`src/rtl/core/tte_pkg.sv`:
```
`timescale 1ns / 1ps
// ----------------------------------------------------------------------------
// Tap tempo estimator package
// Shared sizes, register indexes and reset values for the tap tempo estimator.
// ----------------------------------------------------------------------------
package tte_pkg;

  localparam int unsigned WINDOW_TAPS = 8;

  localparam int unsigned SLOT_W = (WINDOW_TAPS > 1) ? $clog2(WINDOW_TAPS) : 1;
  localparam int unsigned CNT_W  = $clog2(WINDOW_TAPS + 1);

  localparam int unsigned STAMP_W = 32;
  localparam int unsigned TEMPO_W = 13;
  localparam int unsigned STEP_W  = 6;
  localparam int unsigned TOUT_W  = 16;
  localparam int unsigned HELD_W  = 4;
  localparam int unsigned CFG_W   = 16;

  // Tempo numerator: 60000 ms per minute times 16 fractional steps per BPM.
  localparam int unsigned TEMPO_NUM   = 960000;
  localparam int unsigned DVD_MAX     = TEMPO_NUM * (WINDOW_TAPS - 1);
  localparam int unsigned DVD_W       = $clog2(DVD_MAX + 1);
  localparam int unsigned DIV_CNT_W   = $clog2(DVD_W + 1);

  // Nudge arithmetic is done signed in this width.
  localparam int unsigned NUD_W = TEMPO_W + 2;

  typedef enum logic [1:0] {
    CFG_TIMEOUT   = 2'd0,
    CFG_TEMPO_MIN = 2'd1,
    CFG_TEMPO_MAX = 2'd2,
    CFG_UNUSED    = 2'd3
  } cfg_idx_e;

  localparam logic [TOUT_W-1:0]  TIMEOUT_RST   = 16'd3000;
  localparam logic [TEMPO_W-1:0] TEMPO_MIN_RST = 13'd320;
  localparam logic [TEMPO_W-1:0] TEMPO_MAX_RST = 13'd4480;
  localparam logic [TEMPO_W-1:0] TEMPO_RST     = 13'd1920;

endpackage

```
`src/rtl/core/tte_div.sv`:
```
`timescale 1ns / 1ps
// ----------------------------------------------------------------------------
// Tap tempo serial divider
// Restoring divider that produces one quotient bit per cycle.
// ----------------------------------------------------------------------------
module tte_div (
  input  logic                          clk_i,
  input  logic                          rst_ni,
  input  logic                          start_i,
  input  logic [tte_pkg::DVD_W-1:0]     dividend_i,
  input  logic [tte_pkg::STAMP_W-1:0]   divisor_i,
  output logic                          done_o,
  output logic [tte_pkg::DVD_W-1:0]     quotient_o
);
  import tte_pkg::*;

  logic                  busy_q;
  logic                  done_q;
  logic [DIV_CNT_W-1:0]  cnt_q;
  logic [STAMP_W-1:0]    rem_q;
  logic [DVD_W-1:0]      quo_q;

  logic [STAMP_W:0]      rem_sh;
  logic                  ge;
  logic [STAMP_W:0]      rem_sub;

  // The remainder stays below the divisor, so the shifted value fits 33 bits.
  assign rem_sh  = {rem_q, quo_q[DVD_W-1]};
  assign ge      = rem_sh >= {1'b0, divisor_i};
  assign rem_sub = rem_sh - {1'b0, divisor_i};

  always_ff @(posedge clk_i or negedge rst_ni) begin
    if (!rst_ni) begin
      busy_q <= 1'b0;
      done_q <= 1'b0;
      cnt_q  <= '0;
      rem_q  <= '0;
      quo_q  <= '0;
    end else begin
      done_q <= 1'b0;
      if (start_i) begin
        busy_q <= 1'b1;
        cnt_q  <= DIV_CNT_W'(DVD_W);
        rem_q  <= '0;
        quo_q  <= dividend_i;
      end else if (busy_q) begin
        rem_q <= ge ? rem_sub[STAMP_W-1:0] : rem_sh[STAMP_W-1:0];
        quo_q <= {quo_q[DVD_W-2:0], ge};
        cnt_q <= cnt_q - 1'b1;
        if (cnt_q == DIV_CNT_W'(1)) begin
          busy_q <= 1'b0;
          done_q <= 1'b1;
        end
      end
    end
  end

  assign done_o     = done_q;
  assign quotient_o = quo_q;

endmodule

```
`src/rtl/core/tap_tempo_estimator.sv`:
```
`timescale 1ns / 1ps
// ----------------------------------------------------------------------------
// Tap tempo estimator
// Averages the interval over the last taps into a tempo in 1/16 BPM, and
// applies whole-BPM nudges with clamping.
// ----------------------------------------------------------------------------
//
//   channel | direction | handshake               | payload
//   --------+-----------+-------------------------+------------------------------
//   in      | sink      | in_valid_i / in_stall_o | func_i, stamp_ms_i, step_bpm_i
//   out     | source    | out_valid_o/out_stall_i | tempo_q4_o, tempo_updated_o,
//           |           |                         | taps_held_o
//   cfg     | sink      | cfg_we_i                | cfg_idx_i, cfg_wdata_i
//
// A nudge beat goes through S_NUDGE, and a tap through S_TAP and S_SPAN and,
// when it runs the bit-serial divider, through S_DIV; S_DONE then registers the
// result, and the next beat is taken back in S_IDLE.
// The block takes a new beat once its previous result is in the output
// register, even while that result is stalled. Reset restores the tempo to
// 120 BPM, empties the tap window and loads the register defaults.
// ----------------------------------------------------------------------------
module tap_tempo_estimator (
  input  logic                                clk_i,
  input  logic                                rst_ni,
  input  logic                                in_valid_i,
  output logic                                in_stall_o,
  input  logic                                func_i,
  input  logic [tte_pkg::STAMP_W-1:0]         stamp_ms_i,
  input  logic signed [tte_pkg::STEP_W-1:0]   step_bpm_i,
  output logic                                out_valid_o,
  input  logic                                out_stall_i,
  output logic [tte_pkg::TEMPO_W-1:0]         tempo_q4_o,
  output logic                                tempo_updated_o,
  output logic [tte_pkg::HELD_W-1:0]          taps_held_o,
  input  logic                                cfg_we_i,
  input  logic [1:0]                          cfg_idx_i,
  input  logic [tte_pkg::CFG_W-1:0]           cfg_wdata_i
);
  import tte_pkg::*;

  typedef enum logic [2:0] {
    S_IDLE,
    S_NUDGE,
    S_TAP,
    S_SPAN,
    S_DIV,
    S_DONE
  } state_e;

  state_e               state_q;
  logic [STAMP_W-1:0]   stamp_q;
  logic [STEP_W-1:0]    step_q;
  logic [SLOT_W-1:0]    slot_q;
  logic [CNT_W-1:0]     total_q;
  logic [TEMPO_W-1:0]   tempo_q;
  logic                 upd_q;
  logic [STAMP_W-1:0]   span_q;
  logic [TOUT_W-1:0]    timeout_q;
  logic [TEMPO_W-1:0]   tmin_q;
  logic [TEMPO_W-1:0]   tmax_q;
  logic                 out_valid_q;
  logic [TEMPO_W-1:0]   out_tempo_q;
  logic                 out_upd_q;
  logic [HELD_W-1:0]    out_held_q;

  logic [STAMP_W-1:0]   ring_q [WINDOW_TAPS];

  // Ring addressing.
  logic [SLOT_W-1:0]    prev_idx;
  logic [CNT_W:0]       old_sum;
  logic [SLOT_W-1:0]    old_idx;
  logic [SLOT_W-1:0]    rd_idx;
  logic [STAMP_W-1:0]   rd_data;

  // Tap bookkeeping.
  logic [STAMP_W-1:0]   gap;
  logic                 restart;
  logic [SLOT_W-1:0]    eff_slot;
  logic [CNT_W-1:0]     eff_total;
  logic [SLOT_W-1:0]    next_slot;
  logic                 ring_we;

  // Division and nudge arithmetic.
  logic                 div_start;
  logic                 div_done;
  logic [DVD_W-1:0]     dividend;
  logic [DVD_W-1:0]     quotient;
  logic [STAMP_W-1:0]   span;
  logic                 cand_ok;
  logic signed [NUD_W-1:0] nud_sum;
  logic signed [NUD_W-1:0] nud_max;
  logic signed [NUD_W-1:0] nud_min;
  logic signed [NUD_W-1:0] nud_clamp;
  logic [CNT_W+HELD_W-1:0] held_ext;
  logic                 out_free;

  assign prev_idx = (slot_q == '0) ? SLOT_W'(WINDOW_TAPS - 1) : slot_q - 1'b1;

  // Oldest held tap is total taps back from the write slot, modulo the window.
  assign old_sum = (CNT_W+1)'(slot_q) + (CNT_W+1)'(WINDOW_TAPS) - (CNT_W+1)'(total_q);
  assign old_idx = (old_sum >= (CNT_W+1)'(WINDOW_TAPS)) ?
                   SLOT_W'(old_sum - (CNT_W+1)'(WINDOW_TAPS)) : SLOT_W'(old_sum);

  assign rd_idx  = (state_q == S_TAP) ? prev_idx : old_idx;
  assign rd_data = ring_q[rd_idx];

  assign gap       = stamp_q - rd_data;
  assign restart   = (total_q != '0) && (gap > {{(STAMP_W-TOUT_W){1'b0}}, timeout_q});
  assign eff_slot  = restart ? '0 : slot_q;
  assign eff_total = restart ? '0 : total_q;
  assign next_slot = (eff_slot == SLOT_W'(WINDOW_TAPS - 1)) ? '0 : eff_slot + 1'b1;
  assign ring_we   = (state_q == S_TAP);

  assign span      = stamp_q - rd_data;
  assign dividend  = DVD_W'(TEMPO_NUM) * DVD_W'(total_q - 1'b1);
  assign div_start = (state_q == S_SPAN) && (total_q >= CNT_W'(2)) && (span != '0);

  assign cand_ok = (quotient >= {{(DVD_W-TEMPO_W){1'b0}}, tmin_q}) &&
                   (quotient <= {{(DVD_W-TEMPO_W){1'b0}}, tmax_q});

  // Nudge: add step*16, clamp to max, then to min, then at zero.
  assign nud_sum = $signed({2'b00, tempo_q}) +
                   $signed({{(NUD_W-STEP_W-4){step_q[STEP_W-1]}}, step_q, 4'b0000});
  assign nud_max = (nud_sum > $signed({2'b00, tmax_q})) ? $signed({2'b00, tmax_q}) : nud_sum;
  assign nud_min = (nud_max < $signed({2'b00, tmin_q})) ? $signed({2'b00, tmin_q}) : nud_max;
  assign nud_clamp = (nud_min < 0) ? '0 : nud_min;

  assign held_ext = {{HELD_W{1'b0}}, total_q};
  assign out_free = !out_valid_q || !out_stall_i;

  tte_div u_div (
    .clk_i      (clk_i),
    .rst_ni     (rst_ni),
    .start_i    (div_start),
    .dividend_i (dividend),
    .divisor_i  (span_q),
    .done_o     (div_done),
    .quotient_o (quotient)
  );

  always_ff @(posedge clk_i) begin
    if (ring_we) begin
      ring_q[eff_slot] <= stamp_q;
    end
  end

  always_ff @(posedge clk_i or negedge rst_ni) begin
    if (!rst_ni) begin
      timeout_q <= TIMEOUT_RST;
      tmin_q    <= TEMPO_MIN_RST;
      tmax_q    <= TEMPO_MAX_RST;
    end else if (cfg_we_i) begin
      case (cfg_idx_i)
        CFG_TIMEOUT:   timeout_q <= cfg_wdata_i;
        CFG_TEMPO_MIN: tmin_q    <= cfg_wdata_i[TEMPO_W-1:0];
        CFG_TEMPO_MAX: tmax_q    <= cfg_wdata_i[TEMPO_W-1:0];
        default: ;
      endcase
    end
  end

  always_ff @(posedge clk_i or negedge rst_ni) begin
    if (!rst_ni) begin
      state_q     <= S_IDLE;
      stamp_q     <= '0;
      step_q      <= '0;
      slot_q      <= '0;
      total_q     <= '0;
      tempo_q     <= TEMPO_RST;
      upd_q       <= 1'b0;
      span_q      <= '0;
      out_valid_q <= 1'b0;
      out_tempo_q <= '0;
      out_upd_q   <= 1'b0;
      out_held_q  <= '0;
    end else begin
      if ((state_q == S_DONE) && out_free) begin
        out_valid_q <= 1'b1;
      end else if (out_valid_q && !out_stall_i) begin
        out_valid_q <= 1'b0;
      end
      case (state_q)
        S_IDLE: begin
          if (in_valid_i) begin
            stamp_q <= stamp_ms_i;
            step_q  <= step_bpm_i;
            upd_q   <= 1'b0;
            state_q <= func_i ? S_NUDGE : S_TAP;
          end
        end
        S_NUDGE: begin
          tempo_q <= nud_clamp[TEMPO_W-1:0];
          total_q <= '0;
          slot_q  <= '0;
          upd_q   <= 1'b1;
          state_q <= S_DONE;
        end
        S_TAP: begin
          slot_q  <= next_slot;
          total_q <= (eff_total < CNT_W'(WINDOW_TAPS)) ? eff_total + 1'b1 : eff_total;
          state_q <= S_SPAN;
        end
        S_SPAN: begin
          span_q  <= span;
          state_q <= div_start ? S_DIV : S_DONE;
        end
        S_DIV: begin
          if (div_done) begin
            if (cand_ok) begin
              tempo_q <= quotient[TEMPO_W-1:0];
              upd_q   <= 1'b1;
            end
            state_q <= S_DONE;
          end
        end
        S_DONE: begin
          if (out_free) begin
            out_tempo_q <= tempo_q;
            out_upd_q   <= upd_q;
            out_held_q  <= held_ext[HELD_W-1:0];
            state_q     <= S_IDLE;
          end
        end
        default: state_q <= S_IDLE;
      endcase
    end
  end

  assign in_stall_o      = (state_q != S_IDLE);
  assign out_valid_o     = out_valid_q;
  assign tempo_q4_o      = out_tempo_q;
  assign tempo_updated_o = out_upd_q;
  assign taps_held_o     = out_held_q;

endmodule
```
`config.mk`:
```
export PLATFORM = sky130hd
export DESIGN_NAME = tap_tempo_estimator
export DESIGN_NICKNAME = d
export VERILOG_FILES = /design/src/rtl/core/tte_pkg.sv /design/src/rtl/core/tte_div.sv /design/src/rtl/core/tap_tempo_estimator.sv
export SDC_FILE = /design/constraint.sdc
export NUM_CORES = 1
export LEC_CHECK = 0
export BUFFER_PORTS_ARGS = -buffer_cell sky130_fd_sc_hd__buf_2
export CORE_UTILIZATION = 65
export CTS_CLUSTER_DIAMETER = 50
export DETAILED_ROUTE_END_ITERATION = 8
export PLACE_DENSITY = 0.81
export SLEW_MARGIN = 0
export SYNTH_ARGS = -nofsm -noshare
export SYNTH_HDL_FRONTEND = slang
export SYNTH_HIERARCHICAL = 1
export SYNTH_SLANG_ARGS = --single-unit
```
`constraint.sdc`:
```
create_clock -name clk_i -period 11.54 [get_ports clk_i]
set_clock_uncertainty 0.1 [all_clocks]
set_input_delay 2.308 -clock clk_i [delete_from_list [all_inputs] [get_ports clk_i]]
set_output_delay 2.308 -clock clk_i [all_outputs]
set_load 0.005 [all_outputs]
```
======== Word level (Yosys, flattened, before mapping) ========
Memories as Yosys holds them, arrays and structs flattened.
Index checks and enable logic that the tools add are counted.
word-level totals
  RAM bits ................................ 256
  flip-flop bits (word level) ............. 217
  input bits .............................. 62
  memories kept ........................... 1
  output and inout bits ................... 20
memory list
  name    depth  bits a word  read ports  clocked after memory_dff  write ports  line                       source
  ring_q  8      32           1           0                         1            tap_tempo_estimator.sv:66  logic [STAMP_W-1:0] ring_q [WINDOW_TAPS];
operators by class
  mux-type cells .......................... 42
  multipliers ............................. 1
  equality and inequality tests ........... 13
  $add $sub $neg .......................... 11
  reductions and logical operators ........ 28
  $lt $le $gt $ge ......................... 10
operator list
  kind                                                         count
  2-to-1 mux 32 bit                                            3
  subtractor 32 bit                                            2
  2-to-1 mux 23 bit                                            2
  2-to-1 mux 13 bit                                            3
  greater-or-equal comparator 33 x 32 -> 1 bit                 1
  > comparator 32 x 16 -> 1 bit                                1
  nonzero test 32 bit                                          1
  2-to-1 mux 15 bit                                            2
  case mux 13 bit (2 select lines)                             1
  2-to-1 mux 3 bit                                             8
  greater-or-equal comparator 23 x 13 -> 1 bit                 1
  less-or-equal comparator 23 x 13 -> 1 bit                    1
  multiplier 11 x 23 -> 14 bit, first input constant           1
  case mux 3 bit (6 select lines)                              1
  adder 14 x 10 -> 15 bit                                      1
  > comparator 15 x 14 -> 1 bit                                1
  less-than comparator 15 x 1 -> 1 bit, second input constant  1
  less-than comparator 15 x 14 -> 1 bit                        1
  2-to-1 mux 1 bit                                             14
  2-to-1 mux 5 bit                                             2
  AND reduction 2 bit                                          5
  == test 3 bit, second input constant                         3
  2-to-1 mux 4 bit                                             2
  case mux 4 bit (2 select lines)                              1
  other kinds (30)                                             46

======== Logic depth before layout (Yosys ltp) ========
Gate-level depths: netlist (run 1).
An unclocked memory read counts as a cell.
  word-level depth ........................ 13
  depth in mapped cells ................... 35
  gate-level depth less buffers ........... 32

======== Hierarchy ========
The synthesis (run 1) kept the hierarchy.
modules (own cells, without submodules)
  module               cells each  sequential area each (um^2)  area each (um^2)  instances
  tap_tempo_estimator  1976        11586.1                      21754.6           1
  tte_div              623         1551.5                       4951.0            1

======== Worst setup path after synthesis (run 1) ========
OpenSTA, ideal clock, no wires.
  path type ............................... flip-flop to flip-flop
  from .................................... register slot_q[0]
  to ...................................... memory ring_q[0][0] (enable)
  path slack .............................. 4.103 ns
  setup time .............................. 0.432 ns
  stages on the path, launching flop included .. 32
  data required time ...................... 11.008 ns
  arrival ................................. 6.905 ns
  period minus slack after synthesis ...... 7.437 ns
  path buffers ............................ 4
  path through ............................ dfrtp_1 clkbuf_1 inv_1 ha_1 inv_1 fa_1 nor2_1 a21o_1 clkbuf_1 clkbuf_1 nand3_1 nand3_1 o21ai_0 ha_1 fa_1 nor2b_1 o31a_1 o211ai_1 a21oi_1 nor2_1 xnor2_1 ha_1 nand4_1 nor2_1 nand2_1 o32a_1 a31oi_1 a211oi_1 nand4_2 buf_6 nand2_1 a21oi_1
on the way
  cells in the longest elaborated chain, start to end .. 10
  elaborated cells between the ends (all ways) .. 14
  those cells by class .................... add/sub: 5; order compare: 2; mux: 4; reduce/logical: 2; memory: 1
RTL lines
  what                                                                                            line                                                    source
  start: declaration                                                                              tap_tempo_estimator.sv:53                               logic [SLOT_W-1:0] slot_q;
  start signal: assignment                                                                        tap_tempo_estimator.sv:199                              slot_q <= next_slot;
  adder 3 x 4 -> 5 bit                                                                            tap_tempo_estimator.sv:100                              assign old_sum = (CNT_W+1)'(slot_q) + (CNT_W+1)'(WINDOW_TAPS) - (CNT_W+1)'(total_q);
  subtractor 5 x 4 -> 5 bit                                                                       tap_tempo_estimator.sv:100
  greater-or-equal comparator 5 x 4 -> 1 bit / subtractor 3 x 1 -> 3 bit (equally long branches)  tap_tempo_estimator.sv:101, tap_tempo_estimator.sv:102
  2-to-1 mux 3 bit                                                                                tap_tempo_estimator.sv:101                              assign old_idx = (old_sum >= (CNT_W+1)'(WINDOW_TAPS)) ?
  2-to-1 mux 3 bit *                                                                              tap_tempo_estimator.sv:104                              assign rd_idx = (state_q == S_TAP) ? prev_idx : old_idx;
  memory (8 x 32 bit) *                                                                           --
  subtractor 32 bit *                                                                             tap_tempo_estimator.sv:107                              assign gap = stamp_q - rd_data;
  net gap[14]                                                                                     tap_tempo_estimator.sv:76                               logic [STAMP_W-1:0] gap;
  > comparator 32 x 16 -> 1 bit *                                                                 tap_tempo_estimator.sv:108                              assign restart = (total_q != '0) && (gap > {{(STAMP_W-TOUT_W){1'b0}}, timeout_q});
  logical AND 1 bit *                                                                             tap_tempo_estimator.sv:108
  2-to-1 mux 3 bit *                                                                              tap_tempo_estimator.sv:109                              assign eff_slot = restart ? '0 : slot_q;
  end: declaration                                                                                tap_tempo_estimator.sv:66
Mark *: on every way through the listed nets, which the timed path passes. The rest lies on a longest branch.

======== Worst setup path after layout (run 1) ========
  from .................................... register state_q[1]
  to ...................................... memory ring_q[1][27] (enable)
on the way
  cells in the longest elaborated chain, start to end .. 7
  elaborated cells between the ends (all ways) .. 9
  those cells by class .................... add/sub: 1; order compare: 1; eq/ne: 1; mux: 4; reduce/logical: 1; memory: 1
RTL lines
  what                           line                        source
  start: declaration             tap_tempo_estimator.sv:50   state_e state_q;
  start signal: assignment       tap_tempo_estimator.sv:188  state_q <= func_i ? S_NUDGE : S_TAP;
  start signal: assignment       tap_tempo_estimator.sv:205  state_q <= div_start ? S_DIV : S_DONE;
  == test 3 x 2 -> 1 bit         tap_tempo_estimator.sv:104
  2-to-1 mux 3 bit               tap_tempo_estimator.sv:104
  memory (8 x 32 bit)            --
  subtractor 32 bit              tap_tempo_estimator.sv:107
  net gap[13]                    tap_tempo_estimator.sv:76
  > comparator 32 x 16 -> 1 bit  tap_tempo_estimator.sv:108
  logical AND 1 bit              tap_tempo_estimator.sv:108
  2-to-1 mux 3 bit               tap_tempo_estimator.sv:109
The timed path passes the listed nets, and every way through them passes these cells.

==> results of run 1 <==
-- path summary, 6_finish.rpt --
path | depth (start not counted) | slack, ns | end
min | 2 | 0.38 | tempo_q4_o[12]
max reg2reg | 25 | 3.03 | ring_q[1][27]
min reg2reg | 2 | 0.38 | tempo_q4_o[12]
min in group asynchronous | 1 | 1.54 | step_q[3]
max | 25 | 3.03 | ring_q[1][27]
max in group asynchronous | 2 | 8.36 | u_div/rem_q[25]
-- metal layers --
layer	track usage (%)	vias up	routed length [um]
met5	0	-	0
met4	12.7	0	2380
met3	4.82	151	5030
met2	52.0	888	31400
met1	45.1	9880	28000
li1	-	9465	-
-- worst min-delay path: stages (launching register included) --
cell	delay [ns]
sky130_fd_sc_hd__dfrtp_1	0.34
sky130_fd_sc_hd__nand2_1	0.04
sky130_fd_sc_hd__o21ai_0	0.06
-- per-stage QoR --
step	std cells	utilization, %	cell area, sq um
detailed placement	3102	68.6	27500
floorplan	2607	-	26700
CTS	3197	72.9	29200
finish	3197	72.9	29200
global placement	3102	68.6	27500
global route	3197	72.9	29200
-- layout make-up --
cell class | instances | area (sq um) | area share [%]
multi-input combinational | 1836 | 12500 | 42.8
sequential | 473 | 13100 | 45.0
timing repair buffer | 98 | 543 | 1.86
clock buffer | 63 | 1370 | 4.69
clock inverter | 32 | 353 | 1.21
inverter | 170 | 638 | 2.18
tap | 525 | 657 | 2.25
-- sequential cells by signal (all words and copies together), names as in the netlist, 5 cells and up --
signal / cells
ring_q: 256
span_q: 32
stamp_q: 32
u_div/rem_q: 32
u_div/quotient_o: 23
timeout_q: 16
tempo_q4_o: 13
tempo_q: 13
tmax_q: 13
tmin_q: 13
step_q: 6
u_div/cnt_q: 5
-- logic make-up after synthesis --
family	synth area share (%)
and+or+nand+nor	14.8
adders and majority gates	9.71
muxes	5.55
buffers and inverters	4.36
xor gates and xnor gates	2.66
other	0.0140
DFF	49.2
AOI/OAI and AO/OA	13.7
-- placed cells by master, fill, tap and decap left out, types with 91 or more instances in the layout --
master and count:
sky130_fd_sc_hd__nand2_1 463, sky130_fd_sc_hd__edfxtp_1 256, sky130_fd_sc_hd__dfrtp_1 200, sky130_fd_sc_hd__ha_1 180
sky130_fd_sc_hd__inv_1 168, sky130_fd_sc_hd__o21ai_0 125, sky130_fd_sc_hd__nand3_1 111, sky130_fd_sc_hd__a21oi_1 109
sky130_fd_sc_hd__nor2_1 94, sky130_fd_sc_hd__mux2_2 91
==> results.md, run 1 <==
| Item | This run |
| --- | --- |
| Result of the run | finished clean |
| Number of global-route vias before repair | 19.9k |
| Synthesis warning total | 6 |
| Maximum fanout along the worst path | 94 |
| Fraction of synthesis flops using an asynchronous set or reset pin | 45.9% |
| Final-stage net count | 2889 |
| Iteration-0 DRC Markers | 2153 |
| Crit path largest cell delay | 0.93 ns |
| Antenna violation net count after detailed routing | 0 |
| Fraction of layout cells with a size suffix above 1 | 12.6% |
| Final hold violations | 0 |
| Weighted congestion at the end of routability-driven global placement | 0.965 |
| Synth top area cells | sky130_fd_sc_hd__edfxtp_1 29%, sky130_fd_sc_hd__dfrtp_1 19%, sky130_fd_sc_hd__ha_1 8.4% |
| Setup Crit Path Kind | reg2reg |
| Clock latency reported for the late side of the worst-skew pair | 0.60 ns |
| Die height | 205 um |
| Number of fillers in the final layout | 2771 |
| Placed wire-length estimate | 45900 um |
| Resized cells post-CTS | 0 |
| CTS sink cnt | 473 |
| Clock buffer depth | 3 |
| Primary flip-flop cell chosen by synthesis mapping | sky130_fd_sc_hd__edfxtp_1 |
| Total track usage | 32.6% |
| List of most frequent post-synthesis cells | 464 x sky130_fd_sc_hd__nand2_1, 256 x sky130_fd_sc_hd__edfxtp_1, 201 x sky130_fd_sc_hd__dfrtp_1, 180 x sky130_fd_sc_hd__ha_1, 168 x sky130_fd_sc_hd__inv_1 |
| Avg Inst Size Synth | 10.3 sq um |
| Min Tclk post-route | 8.51 ns |
| Final setup violation count | 0 |
| Accumulated negative setup slack | 0 ns |
| Row count | 73 |
| Launch point of the worst reg-to-reg path | state_q[1] |
| Type of element capturing the critical path | flip-flop |
| Cell variety after synth | 92 |
| FF+latch count, synth | 473 |
| Pin slew with the least headroom to its limit | 1.12 ns |
| Slowest-stage cell, CP | sky130_fd_sc_hd__and4_2 |
| Summed instance area of the synthesized netlist | 26700 sq um |
| Largest area contributor in the netlist | sky130_fd_sc_hd__edfxtp_1 |
| Top-level I/O count | 82 |
| Leading cell type by number of instances after synthesis | sky130_fd_sc_hd__nand2_1 |
| Slew Limit Headroom | 25.1% |
| Share of the synthesized area in the top cell type | 28.8% |
| Antenna Diode Count | 0 |
| Number of antenna violations at the first check in global routing | 0 |
| Max-cap viol count | 0 |
| Slew Viols, Final | 0 |
| Setup slack after placement | 3.27 ns |
| Area growth from synthesis to final layout | 9.41% |
| Final setup slack of the worst path | 3.03 ns |
| Floorplan die area | 41900 sq um |
| Worst endpoint data arrival time | 8.62 ns |
| Number of buffers inserted to repair setup after CTS | 0 |
| Worst hold-check path type | reg2reg |
| Fmax | 118 MHz |
| Post-synthesis sequential area ratio | 49.2% |
| Post-synth EDFFs | 256 |
| Drt pass-1 iters | 7 |
| Largest net degree at the start of global routing | 95 |
| Worst setup path startpoint | state_q[1] |
| DR WL/cell | 20.9 um |
| Average via count per standard cell | 6.38 |
| Total number of vias | 20.4k |
| Total wire length | 66800 um |
| Most used cell along the critical path | sky130_fd_sc_hd__nand2_1 |
| Worst hold slack | 0.378 ns |
| Synthesized instance count | 2599 |
| Clock tree root driver cell | sky130_fd_sc_hd__clkbuf_16 |
| Hold Path Origin | tempo_q4_o[12] |
| Effective utilization at floorplan | 66.6% |
| Global-route wire length before repair | 106000 um |
| Critical path's top delay family | simple AND/OR/NAND/NOR gates |
| Register clock-pin slew on the reported worst setup and hold paths | 0.06 ns |
| Hold-fix buffers at CTS | 0 |
| CP Buf/Inv Count | 2 |
| Core area | 40100 sq um |
| Category of the worst setup path launch point | flip-flop |
| Number of buffers inserted during clock tree synthesis | 51 |
| Final clock period utilization by the worst path | 73.7% |
| Port-buffer cells | 81 |
| # H-tree levels | 2 |
| Overflow after GRT | 0 |
| Critical path data required time | 11.65 ns |
| RSZ-0062 raised after global routing | false |
| Clock tree from TritonCTS | built |
| DRC violations left | 0 |
| Width of the chip | 205 um |
Power of run 1 is left out: the tool's default activity adds up to more than one toggle a clock period on the data nets, which glitch-free logic cannot reach.
==> run 2: changes to the inputs <==
--- a/config.mk
+++ b/config.mk
@@ -6,10 +6,10 @@
 export NUM_CORES = 1
 export LEC_CHECK = 0
 export BUFFER_PORTS_ARGS = -buffer_cell sky130_fd_sc_hd__buf_2
-export CORE_UTILIZATION = 65
+export CORE_UTILIZATION = 63
 export CTS_CLUSTER_DIAMETER = 50
 export DETAILED_ROUTE_END_ITERATION = 8
-export PLACE_DENSITY = 0.81
+export PLACE_DENSITY = 0.79
 export SLEW_MARGIN = 0
 export SYNTH_ARGS = -nofsm -noshare
 export SYNTH_HDL_FRONTEND = slang
==> constraint.sdc (replaced) <==
create_clock -name clk_i -period 8.05 [get_ports clk_i]
set_clock_uncertainty 0.1 [all_clocks]
set_input_delay 1.61 -clock clk_i [delete_from_list [all_inputs] [get_ports clk_i]]
set_output_delay 1.61 -clock clk_i [all_outputs]
set_load 0.005 [all_outputs]
==> results.md, run 2 (same netlist as run 1, synthesis figures left out) <==
| Item | This run |
| --- | --- |
| Result of the run | finished clean |
| Commonest cells after routing, fill and taps aside | 463 x sky130_fd_sc_hd__nand2_1, 256 x sky130_fd_sc_hd__edfxtp_1, 200 x sky130_fd_sc_hd__dfrtp_1, 180 x sky130_fd_sc_hd__ha_1, 168 x sky130_fd_sc_hd__inv_1 |
| Register with the most flip-flops | ring_q |
| Die height | 208 um |
| Number of flip-flops under the largest register name | 256 |
| Worst hold-check path type | reg2reg |
| Floorplan die area | 43200 sq um |
| Placed wire-length estimate | 46200 um |
| Multi-input logic area | 12500 sq um |
| Min Tclk post-route | 7.44 ns |
| Fraction of layout cells with a size suffix above 1 | 13.6% |
| Number of global-route vias before repair | 20.3k |
| Final hold violations | 0 |
| Type of element capturing the critical path | flip-flop |
| Maximum fanout along the worst path | 35 |
| DRC violations left | 0 |
| Category of the worst setup path launch point | flip-flop |
| Port-buffer cells | 81 |
| Drt pass-1 iters | 5 |
| DR WL/cell | 20.6 um |
| Total number of vias | 20.3k |
| Pin slew with the least headroom to its limit | 1.01 ns |
| Clock tree from TritonCTS | built |
| Final clock period utilization by the worst path | 92.4% |
| Setup Crit Path Kind | reg2reg |
| Clock tree root driver cell | sky130_fd_sc_hd__clkbuf_16 |
| Worst hold slack | 0.376 ns |
| Antenna Diode Count | 0 |
| Final-stage net count | 2921 |
| Largest net degree at the start of global routing | 124 |
| Iteration-0 DRC Markers | 1751 |
| Max-cap viol count | 0 |
| Number of buffers inserted during clock tree synthesis | 56 |
| Antenna violation net count after detailed routing | 0 |
| Top-level I/O count | 82 |
| Effective utilization at floorplan | 63.8% |
| Share of the core filled with cells in the final layout | 71.2% |
| Number of antenna violations at the first check in global routing | 0 |
| # H-tree levels | 2 |
| CTS sink cnt | 473 |
| Average via count per standard cell | 6.24 |
| Area post-placement | 27900 sq um |
| Fmax | 134 MHz |
| Weighted congestion at the end of routability-driven global placement | 0.950 |
| Total track usage | 31.5% |
| Overflow after GRT | 0 |
| Global-route wire length before repair | 108000 um |
| Area growth from synthesis to final layout | 11.6% |
| Slew Limit Headroom | 32.9% |
| Cell area after layout | 29800 sq um |
| RSZ-0062 raised after global routing | false |
| Accumulated negative setup slack | 0 ns |
| Total wire length | 67000 um |
| Critical path data required time | 8.25 ns |
| Row count | 75 |
| Slew Viols, Final | 0 |
| Final setup violation count | 0 |
| Area of all sequential standard cells | 13100 sq um |
| Width of the chip | 208 um |
| Worst endpoint data arrival time | 7.64 ns |
| Clock buffer depth | 3 |
| Most common library cell in the layout ignoring fill and taps | sky130_fd_sc_hd__nand2_1 |
| Register clock-pin slew on the reported worst setup and hold paths | 0.06 ns |
| Core area | 41900 sq um |
| Number of fillers in the final layout | 2980 |
| Clock latency reported for the late side of the worst-skew pair | 0.63 ns |
-- run 2: cell types whose count changed in the layout (fill, tap and decap cells not counted), sizes merged --
cell	delta
buf	+27
clkbuf	+8
inv	+4
bufinv	+1
clkinv	-1
clkinvlp	-1
-- run 2: metal layers --
metal	routed length, um	GRT usage (%)	vias up	part of all wire [%]
met1	28500	42.2	9888	43
met4	2260	12.3	0	3.4
li1	-	-	9522	-
met5	0	0	-	0
met2	32500	52.8	731	48
met3	3770	3.51	143	5.6
-- run 2: layout make-up --
type,count,area share [%]
clock inverters,35,1.44
repair buffers,125,2.97
multi-input cells,1836,42.1
clock buffers,71,5.03
flip-flops and latches,473,44.1
well taps,539,2.26
inverters,170,2.14
-- run 2: what timing repair did --
item,in CTS,in global routing
resized for setup,0,2
setup buffers,0,0
hold buffers,0,0
setup endpoints to repair,0,228
-- run 2: path summary, 6_finish.rpt --
| check | start | end | slack, ns | cells after the start |
|---|---|---|---|---|
| worst min register to register | tempo_updated_o | tempo_updated_o | 0.38 | 2 |
| min in group asynchronous | rst_ni | tempo_q4_o[6] | 0.89 | 1 |
| worst max register to register | slot_q[0] | ring_q[5][30] | 0.61 | 27 |
| worst max-delay path | slot_q[0] | ring_q[5][30] | 0.61 | 27 |
| max in group asynchronous | rst_ni | stamp_q[24] | 5.79 | 2 |
| worst min-delay path | tempo_updated_o | tempo_updated_o | 0.38 | 2 |
-- run 2: per-stage QoR --
stage	cells	worst slack (ns)
global placement	3143	0.673
floorplan	2607	0.613
detailed placement	3143	0.508
finish	3249	0.612
global route	3249	0.114
CTS	3249	0.474
-- run 2: critical path, cell delays in order, from the launching register on --
cell and delay, ns:
sky130_fd_sc_hd__dfrtp_1 0.46, sky130_fd_sc_hd__inv_1 0.16, sky130_fd_sc_hd__ha_1 0.16, sky130_fd_sc_hd__inv_1 0.05
sky130_fd_sc_hd__fa_1 0.38, sky130_fd_sc_hd__xor2_1 0.18, sky130_fd_sc_hd__o211a_1 0.26, sky130_fd_sc_hd__a31oi_4 0.14
sky130_fd_sc_hd__buf_4 0.41, sky130_fd_sc_hd__a311oi_1 0.13, sky130_fd_sc_hd__a31oi_1 0.25, sky130_fd_sc_hd__ha_1 0.33
sky130_fd_sc_hd__a21oi_1 0.31, sky130_fd_sc_hd__o2111ai_1 0.26, sky130_fd_sc_hd__o21ai_0 0.42, sky130_fd_sc_hd__xor2_1 0.37
sky130_fd_sc_hd__inv_1 0.10, sky130_fd_sc_hd__ha_1 0.31, sky130_fd_sc_hd__nand4_1 0.14, sky130_fd_sc_hd__nor2_1 0.17
sky130_fd_sc_hd__nand2_1 0.09, sky130_fd_sc_hd__nor3_1 0.18, sky130_fd_sc_hd__a31oi_1 0.10, sky130_fd_sc_hd__a211oi_1 0.26
sky130_fd_sc_hd__nand4_2 0.34, sky130_fd_sc_hd__a21oi_2 0.35, sky130_fd_sc_hd__and4_2 0.44, sky130_fd_sc_hd__buf_12 0.24
Power of run 2 is left out for the same reason.
